**src/design/deg_pkg.sv**
```systemverilog
`default_nettype none
// ----------------------------------------------------------------------------
// deg_pkg: dual envelope generator shared definitions
// Word codes, stage encodings, field widths and register reset values.
// ----------------------------------------------------------------------------
package deg_pkg;

	localparam int OP_W      = 2;
	localparam int COEF_W    = 24;
	localparam int FIELD_W   = 25;
	localparam int APHASE_W  = 3;
	localparam int FPHASE_W  = 2;
	localparam int CFG_IDX_W = 3;

	localparam logic [OP_W-1:0] OP_TICK     = 2'd0;
	localparam logic [OP_W-1:0] OP_NOTE_ON  = 2'd1;
	localparam logic [OP_W-1:0] OP_NOTE_OFF = 2'd2;

	localparam logic [CFG_IDX_W-1:0] CFG_AMP_ATTACK  = 3'd0;
	localparam logic [CFG_IDX_W-1:0] CFG_AMP_DECAY   = 3'd1;
	localparam logic [CFG_IDX_W-1:0] CFG_AMP_RELEASE = 3'd2;
	localparam logic [CFG_IDX_W-1:0] CFG_AMP_SUSTAIN = 3'd3;
	localparam logic [CFG_IDX_W-1:0] CFG_FLT_ATTACK  = 3'd4;
	localparam logic [CFG_IDX_W-1:0] CFG_FLT_RELEASE = 3'd5;

	localparam logic [COEF_W-1:0]  RST_AMP_ATTACK  = 24'd34914;
	localparam logic [COEF_W-1:0]  RST_AMP_DECAY   = 24'd3495;
	localparam logic [COEF_W-1:0]  RST_AMP_RELEASE = 24'd3495;
	localparam logic [FIELD_W-1:0] RST_AMP_SUSTAIN = 25'd11744051;
	localparam logic [COEF_W-1:0]  RST_FLT_ATTACK  = 24'd34914;
	localparam logic [COEF_W-1:0]  RST_FLT_RELEASE = 24'd3495;

	typedef enum logic [APHASE_W-1:0] {
		AMP_IDLE    = 3'd0,
		AMP_ATTACK  = 3'd1,
		AMP_DECAY   = 3'd2,
		AMP_SUSTAIN = 3'd3,
		AMP_RELEASE = 3'd4
	} amp_stage_t;

	typedef enum logic [FPHASE_W-1:0] {
		FLT_IDLE    = 2'd0,
		FLT_ATTACK  = 2'd1,
		FLT_HOLD    = 2'd2,
		FLT_RELEASE = 2'd3
	} flt_stage_t;

endpackage
`default_nettype wire

```
**src/design/deg_approach.sv**
```systemverilog
`default_nettype none
// ----------------------------------------------------------------------------
// deg_approach: exponential approach step
// Moves a level toward a target by (|target - level| * coef) >> 24, at least
// one LSB and never past the target.
// ----------------------------------------------------------------------------
module deg_approach import deg_pkg::*; #(
	parameter int LW = 25
) (
	input  wire logic [LW-1:0]     level,
	input  wire logic [LW-1:0]     target,
	input  wire logic [COEF_W-1:0] coef,
	output logic      [LW-1:0]     next_level
);

	logic                 up;
	logic [LW-1:0]        diff;
	logic [LW+COEF_W-1:0] prod;
	logic [LW-1:0]        step;
	logic [LW-1:0]        step_c;

	assign up     = target > level;
	assign diff   = up ? (target - level) : (level - target);
	assign prod   = (LW+COEF_W)'(diff) * (LW+COEF_W)'(coef);
	assign step   = prod[LW+COEF_W-1:COEF_W];
	// floor of a nonzero diff times a fraction stays below diff
	assign step_c = (step == '0) ? LW'(1) : step;

	always_comb begin
		if (level == target) begin
			next_level = level;
		end else if (up) begin
			next_level = level + step_c;
		end else begin
			next_level = level - step_c;
		end
	end

endmodule
`default_nettype wire

```
**config.mk**
```make
export PLATFORM = sky130hd
export DESIGN_NAME = deg_approach
export DESIGN_NICKNAME = d
export VERILOG_FILES = /design/src/design/deg_pkg.sv /design/src/design/deg_approach.sv
export SDC_FILE = /design/constraint.sdc
export NUM_CORES = 2
export LEC_CHECK = 0
export ABC_AREA = 1
export BUFFER_PORTS_ARGS = -buffer_cell sky130_fd_sc_hd__buf_2
export CORE_MARGIN = 3
export CORE_UTILIZATION = 40
export DETAILED_ROUTE_END_ITERATION = 6
export SLEW_MARGIN = 10
export SYNTH_ARGS = -nofsm -noshare
export SYNTH_HDL_FRONTEND = slang
export SYNTH_SLANG_ARGS = --single-unit
```
**constraint.sdc**
```tcl
create_clock -name vclk -period 23.2
set_clock_uncertainty 0.2 [all_clocks]
set_input_delay 3.48 -clock vclk [all_inputs]
set_output_delay 3.48 -clock vclk [all_outputs]
set_load 0.01 [all_outputs]
```
==> qor.yml <==
clock_network:
  cts_hold_buf: 0
  postCtsSetupRepairBufs: 0
  postCtsResizedCells: 0
synth:
  synth_top_area_cell: "fa_1"
  synth_warnings: 0
  syn_area_um2: 25200
  ys_types: 47
  synth_top_area_frac: 0.402
  synth_area_leaders: "fa_1 (40%), inv_1 (13%), ha_1 (12%)"
  syn_area_per_cell_um2: 7.07
  synth_common_cells: "inv_1 (885), nand2_1 (742), fa_1 (506)"
  synthesis.nets: 4390
  yosysSeqAreaShare: 0
  synth_most_common_cell: "inv_1"
  synth_cells: 3564
place:
  io_buffers: 99
  placed_cell_area_um2: 26500
  hpwl_um: 76700
  gp_congestion: 1.00
sta:
  final.setup.tns_ns: 0
  slew_headroom: 0.321
  fin_crit_sh: 0.953
  hold_violations: 0
  rsz0062_at_grt: "no"
  final_max_slew_viol_count: 0
  fmaxAchievable_mhz: 45.2
  worstMarginPinSlew_ns: 1.02
  period_minus_slack_ns: 22.10
  setup_viol: 0
critical_path:
  critPathLaunch: "level[0]"
  arrival_ns: 18.42
  crit_path_start_kind: "input port"
  critPathSlowestCell: "clkinv_1"
  crit_type: "input port to primary output"
  cp.required_ns: 19.52
  cp.buffers_inverters: 13
  critical_path.most_common_cell: "nand2_1"
  cp_top_family: "adder cells"
  worstSetupEndpointType: "primary output"
  path_max_fanout: 37
  slowest_delay_ns: 0.68
route:
  drt-initial-drc-count: 2125
  ant_nets: 0
  drc_errors: 0
  wl_per_cell_um: 20.0
  first_pass_iters: 5
  avgViaCountPerCell: 5.11
  vias: 22500
  drt_wl_total_um: 88100
global_route:
  grt_usage: 0.269
  grt_pass1_wl_um: 138000
  grt_max_degree: 38
  overflow: 0
  grt_pass1_vias: 22800
  antenna_found_initial: 1
floorplanning:
  rows: 91
  initial_core_util: 0.406
  die_area_um2: 66000
  die_w_um: 257
  die_h_um: 257
  core_area_um2: 62100
  io_pins: 99
layout:
  drive_gt1_frac: 0.0507
  finalInstanceArea_um2: 26500
  area_growth_pct: 4.97
  fillers: 6574
  nets: 4398
  seq_area_um2: 0
  seq_cells: 0
  clock_buffers: 0
min_path:
  min_from: "level[24]"
  min_path_type: "input port to primary output"
  min_to: "next_level[24]"
  hold_path_depth: 4
outcome:
  status: "finished, final reports clean"
job:
  maxCapViolCount: 0
==> worst max path at each step <==
| stage | to | slack, ns | cells after the start |
|---|---|---|---|
| floorplan | next_level[21] | 4.86 | 66 |
| global placement | next_level[24] | 1.45 | 65 |
| detailed placement | next_level[24] | 1.38 | 63 |
| CTS | next_level[24] | 1.28 | 63 |
| global route | next_level[24] | 0.16 | 64 |
| finish | next_level[24] | 1.10 | 63 |
==> layout by cell type, fill, tap and decap left out, types with 2 or more instances in the layout <==
cell type,netlist,routed
a2111oi_0,2,2
a211oi_1,8,8
a21boi_0,4,4
a21o_1,6,6
a21oi_1,161,161
a221oi_1,3,3
a31oi_1,19,19
buf_2,12,99
buf_4,2,21
clkinv_1,10,10
fa_1,506,506
ha_1,246,246
inv_1,885,885
inv_2,5,5
nand2_1,742,742
nand2_2,21,21
nand2_4,7,7
nand3_1,70,70
nand3_2,5,5
nand3b_1,6,6
nand4_1,14,14
nor2_1,457,457
nor2_2,15,15
nor2_4,3,3
nor3_1,23,23
nor4_1,9,9
o211ai_1,7,7
o21a_1,11,11
o21ai_0,99,99
o21ai_1,8,8
o21bai_1,5,5
o22ai_1,5,5
o31ai_1,2,2
xnor2_1,17,17
xor2_1,59,59
==> through the flow <==
step           cells  hold slack [ns]  setup WS, ns   util
3_5_place_dp    4407             7.10          1.38  0.426
4_1_cts         4407             7.10          1.28  0.426
2_1_floorplan   3564             6.88          4.86      -
5_1_grt         4408             7.13         0.158  0.426
3_3_place_gp    4407             7.10          1.45  0.426
6_report        4408             7.09          1.10  0.426
==> logic make-up (layout without fill, tap and decap cells) <==
family | count (synthesis) | after routing | synth area share
buffers and inverters | 1014 | 1020 | 0.152
xor gates and xnor gates | 76 | 76 | 0.0264
other | 0 | 1 | 0
adders and majority gates | 752 | 752 | 0.524
and+or+nand+nor | 1376 | 1376 | 0.222
AOI/OAI and AO/OA | 346 | 346 | 0.0759
==> tightest hold or removal path: stages <==
cell and delay, ns:
buf_2 0.10, nand2_1 0.05, nand2_1 0.05, buf_2 0.13
==> routing by layer <==
layer	vias to the layer above	wire, um	share of wire	global-route usage
met3	108	6920	0.079	0.0308
met4	0	2290	0.026	0.0551
li1	10500	-	-	-
met5	-	0	0	0
met1	11000	39100	0.44	0.389
met2	917	39800	0.45	0.435
==> cell type report <==
type | instances | area, um^2 | area share
Timing Repair Buffer | 120 | 653 | 0.0247
Inverter | 900 | 3380 | 0.128
Multi-Input combinational cell | 2550 | 21400 | 0.808
Tap cell | 837 | 1050 | 0.0396
Antenna cell | 1 | 2.50 | 0.0000946
Power is not shown: default switching activity piles up to over one toggle a cycle in this logic, so the estimate is an artifact.
